--- src/rtl/aec_pkg.sv ---
// Shared types, constants and helper functions for the audio effects chain.
// Used by audio_effects_chain_core and aec_mul.
package aec_pkg;

  localparam int SAMPLE_W = 16;
  localparam int FRAC_BITS = 8;
  localparam int ACC_W = SAMPLE_W + FRAC_BITS;    // lowpass accumulator
  localparam int STORE_W = 26;                    // delay line entries
  localparam int VAL_W = 28;                      // working value
  localparam int MUL_A_W = 28;
  localparam int MUL_B_W = 18;
  localparam int MUL_P_W = MUL_A_W + MUL_B_W;
  localparam int RACC_W = 46;
  localparam int CFG_W = 17;
  localparam int CFG_IDX_W = 3;
  localparam int TAP_IDX_W = 3;
  localparam int DELAY_W = 17;
  localparam int ALPHA_W = 17;
  localparam int GAIN_W = 12;
  localparam int RECIP_W = 21;
  localparam int RECIP_SH = 20;

  localparam logic [ALPHA_W-1:0] ALPHA_ONE = 17'd65536;

  typedef enum logic [CFG_IDX_W-1:0] {
    REG_ECHO_EN  = 3'd0,
    REG_REVB_EN  = 3'd1,
    REG_DIST_EN  = 3'd2,
    REG_DELAY    = 3'd3,
    REG_ALPHA    = 3'd4,
    REG_GAIN     = 3'd5
  } cfg_reg_t;

  typedef enum logic [3:0] {
    ST_CLEAR, ST_IDLE, ST_LP, ST_LPW, ST_ECHO, ST_TQ, ST_TRD, ST_TMUL,
    ST_TACC, ST_RADD, ST_DMUL, ST_DCL, ST_FIN
  } state_t;

  // ceil(2^20 / (i+1)): exact floor division of a 17-bit value by i+1
  function automatic logic [RECIP_W-1:0] tap_recip(input logic [TAP_IDX_W-1:0] i);
    logic [RECIP_W-1:0] r;
    case (i)
      3'd0: r = 21'd1048576;
      3'd1: r = 21'd524288;
      3'd2: r = 21'd349526;
      3'd3: r = 21'd262144;
      3'd4: r = 21'd209716;
      3'd5: r = 21'd174763;
      3'd6: r = 21'd149797;
      default: r = 21'd131072;
    endcase
    return r;
  endfunction

  // round(0.3 * 65536 / (i+1))
  function automatic logic [14:0] tap_gain(input logic [TAP_IDX_W-1:0] i);
    logic [14:0] g;
    case (i)
      3'd0: g = 15'd19661;
      3'd1: g = 15'd9830;
      3'd2: g = 15'd6554;
      3'd3: g = 15'd4915;
      3'd4: g = 15'd3932;
      3'd5: g = 15'd3277;
      3'd6: g = 15'd2809;
      default: g = 15'd2458;
    endcase
    return g;
  endfunction

  function automatic logic signed [STORE_W-1:0] sat_store(input logic signed [VAL_W-1:0] v);
    logic signed [STORE_W-1:0] r;
    if (v > VAL_W'(33554431)) r = STORE_W'(33554431);
    else if (v < -VAL_W'(33554432)) r = -STORE_W'(33554432);
    else r = STORE_W'(v);
    return r;
  endfunction

endpackage

--- src/rtl/aec_mul.sv ---
// Shared signed multiplier with a registered product.
// Depends on aec_pkg.
module aec_mul
  import aec_pkg::*;
(
  input  logic                      clk,
  input  logic signed [MUL_A_W-1:0] a,
  input  logic signed [MUL_B_W-1:0] b,
  output logic signed [MUL_P_W-1:0] p
);

  always_ff @(posedge clk) begin
    p <= MUL_P_W'(a) * MUL_P_W'(b);
  end

endmodule
--- config.mk ---
export PLATFORM = sky130hd
export DESIGN_NAME = aec_mul
export DESIGN_NICKNAME = d
export VERILOG_FILES = /design/src/rtl/aec_pkg.sv /design/src/rtl/aec_mul.sv
export SDC_FILE = /design/constraint.sdc
export NUM_CORES = 1
export LEC_CHECK = 0
export BUFFER_PORTS_ARGS = -buffer_cell sky130_fd_sc_hd__clkbuf_2
export CAP_MARGIN = 10
export CORE_MARGIN = 2
export CORE_UTILIZATION = 55
export CTS_CLUSTER_DIAMETER = 200
export DETAILED_ROUTE_END_ITERATION = 16
export HOLD_SLACK_MARGIN = 0.02
export PLACE_DENSITY = 0.69
export SLEW_MARGIN = 20
export SYNTH_ARGS = -nofsm -noshare
export SYNTH_HDL_FRONTEND = slang
export SYNTH_SLANG_ARGS = --single-unit
--- constraint.sdc ---
create_clock -name clk -period 16.2 [get_ports clk]
set_input_delay 2.43 -clock clk [delete_from_list [all_inputs] [get_ports clk]]
set_output_delay 2.43 -clock clk [all_outputs]
set_load 0.005 [all_outputs]
==> results.cfg <==
[run_status]
status = finished clean

[place]
dp_hpwl_um = 36200
dpl.cell_count = 2491
place_area_sq_um = 19100
gp_congestion = 0.881
io_buffer_count = 92

[final_layout]
top_register = p
fillers = 3068
fin_area_sq_um = 19300
fin_nets = 2699
area_growth_pct = 4.41
largestRegisters = p: 46 flops
drive_gt1_frac = 0.0556
largest_reg_flops = 46
final_cells = 2500

[logic_synthesis]
synth_edf_count = 0
syn_inst = 2049
yosysSeqAreaShare = 0.0498
synthArstFlopShare = 0
synth.distinct_cells = 51
ys_ff_latch = 46
yosys_warnings = 0
syn-num-nets = 2698
ys.flop_type = dfxtp_1
netlist_area_sq_um = 18500
avgSynthCellArea_sq_um = 9.03

[clock_tree]
cts-hold-fix-buffers = 0
cts_root_buf = clkbuf_16
cts_tree = built
cts_max_path_buffers = 2
clk_pin_slew_ns = 0.07
cts.repair.resized = 0
cts-htree-levels = 2
cts_sinks = 46
cts_buffers = 5
post-cts-setup-buffer-count = 0

[timing]
max_slew_margin = 0.320
worstMarginPinSlew_ns = 1.02
finalSetupTns_ns = 0
setup_viol = 0
slew_viol_final = 0
fin_crit_ns = 9.11
period_share = 0.562
hold_viol = 0
rsz0062_at_grt = false
fmax_mhz = 110

[routing]
via_per_inst = 5.23
drt_pass1_iterations = 5
routed_wl_um = 44700
drc = 0
ant_nets = 0
num_vias = 13100
initialDrtViolationCount = 803
wire_per_inst_um = 17.9

[floorplan]
pin_count = 93
fp.dieW_um = 187
coreArea_sq_um = 33400
design.die.area_sq_um = 35100
row_count = 67
die_height_um = 187
start_util = 0.554

[setup_path]
worstPathArrival_ns = 9.33
max_stage_delay_ns = 0.54
cp_slowest_cell = clkbuf_2
crit_cells = 23
cp-start-kind = input pin
critPathMostFrequentCell = fa_1
critPathKind = in2reg
critPathTopFamily = adder cells
cp_num_buf_inv = 6
cp-end-kind = register
critPathRequiredTime_ns = 16.42
critPathMaxFanout = 28
crit_path_cell_trace = clkbuf_2, nand2_1, fa_1, inv_1, fa_1, inv_1, fa_1, fa_1, inv_1, fa_1, inv_1, fa_1, inv_1, ha_1, a21oi_1, o21ai_0, a21oi_1, nand2_2, a21oi_1, o21ai_2, a211o_1, a311o_1, xor2_1

[hold_path]
hp-class = in2reg
hp-start = a[0]
hold_depth = 2
min_to = p[0]

[grt]
grt_use_total = 0.278
grt_max_degree = 29
grt_pass1_vias = 14500
grt_pass1_wl_um = 75500
grt.overflow.total = 0
antenna_found_initial = 1

[flow_run]
drv_cap = 0
-- placed cells by master, fill, tap and decap left out, types with 2 or more instances in the layout --
master / netlist / layout
xor2_1: 16 / 16
and3_2: 2 / 2
o21bai_1: 5 / 5
a21boi_0: 3 / 3
clkbuf_16: 0 / 5
fa_1: 489 / 489
nor3_1: 3 / 3
nand4_1: 3 / 3
a31o_1: 2 / 2
xnor2_1: 29 / 29
and4_1: 3 / 3
a21oi_1: 41 / 41
inv_1: 564 / 564
nor2b_1: 3 / 3
nand3b_1: 2 / 2
o21ai_1: 2 / 2
a31o_2: 4 / 4
a211oi_1: 6 / 6
and3_1: 5 / 5
or2_2: 2 / 2
clkinv_2: 0 / 2
nand3_1: 6 / 6
o21ai_2: 2 / 2
clkbuf_2: 0 / 92
dfxtp_1: 46 / 46
o31ai_1: 2 / 2
nand2_1: 317 / 317
and2_1: 182 / 182
o21ai_0: 15 / 15
o21a_1: 4 / 4
nand2b_1: 11 / 11
nor2_1: 38 / 38
a21o_1: 15 / 15
ha_1: 113 / 113
-- per-layer routing --
layer / vias up / global-route usage / wire [um]
li1: 5795 / - / -
met1: 6735 / 0.358 / 17800
met2: 461 / 0.476 / 22300
met3: 76 / 0.0546 / 3300
met4: 0 / 0.0875 / 1340
met5: - / 0 / 0
-- Yosys cell counts, types with 2 or more instances --
cell type | count | area, sq um
a211oi_1 | 6 | 45.0
a21boi_0 | 3 | 22.5
a21o_1 | 15 | 113
a21oi_1 | 41 | 205
a31o_1 | 2 | 17.5
a31o_2 | 4 | 35.0
and2_1 | 182 | 1140
and3_1 | 5 | 31.3
and3_2 | 2 | 15.0
and4_1 | 3 | 26.3
buf_1 | 5 | 18.8
clkbuf_1 | 91 | 342
dfxtp_1 | 46 | 921
fa_1 | 489 | 9790
ha_1 | 113 | 1410
inv_1 | 564 | 2120
nand2_1 | 317 | 1190
nand2b_1 | 11 | 68.8
nand3_1 | 6 | 30.0
nand3b_1 | 2 | 15.0
nand4_1 | 3 | 18.8
nor2_1 | 38 | 143
nor2b_1 | 3 | 18.8
nor3_1 | 3 | 15.0
o21a_1 | 4 | 30.0
o21ai_0 | 15 | 75.1
o21ai_1 | 2 | 10.0
o21ai_2 | 2 | 17.5
o21bai_1 | 5 | 37.5
o31ai_1 | 2 | 15.0
or2_2 | 2 | 12.5
xnor2_1 | 29 | 254
xor2_1 | 16 | 140
-- stage by stage --
step	util	hold WS, ns	setup slack, ns
finish	0.579	2.63	7.09
floorplan	-	2.56	7.86
global route	0.579	2.66	6.79
CTS	0.579	2.62	7.11
detailed placement	0.574	2.80	6.75
global placement	0.574	2.80	6.79
-- area by class of cell --
type	instances	area (sq um)	area share
repair buffers	92	460	0.0238
flip-flops and latches	46	921	0.0477
clock inverters	3	40.0	0.00207
multi-input cells	1341	15100	0.781
clock buffers	5	125	0.00648
diodes	1	2.50	0.000130
well taps	448	561	0.0290
inverters	564	2120	0.110
-- worst max-delay path by stage --
stage	slack [ns]	startpoint	to
after CTS	7.11	b[6]	p[44]
after global routing	6.79	b[1]	p[38]
after detailed placement	6.75	b[0]	p[44]
after global placement	6.79	b[6]	p[38]
final	7.09	b[1]	p[44]
after floorplan	7.86	a[23]	p[44]
-- cell families (layout without fill, tap and decap cells) --
family / after synthesis / after routing / share of synthesized area
buffers and inverters: 662 / 664 / 0.135
adders and majority gates: 602 / 602 / 0.606
and+or+nand+nor: 582 / 582 / 0.149
AOI/OAI and AO/OA: 112 / 112 / 0.0394
DFF: 46 / 46 / 0.0498
xor gates and xnor gates: 45 / 45 / 0.0213
other: 0 / 1 / 0
Power is not shown: default switching activity piles up to over one toggle a cycle in this logic, so the estimate is an artifact.
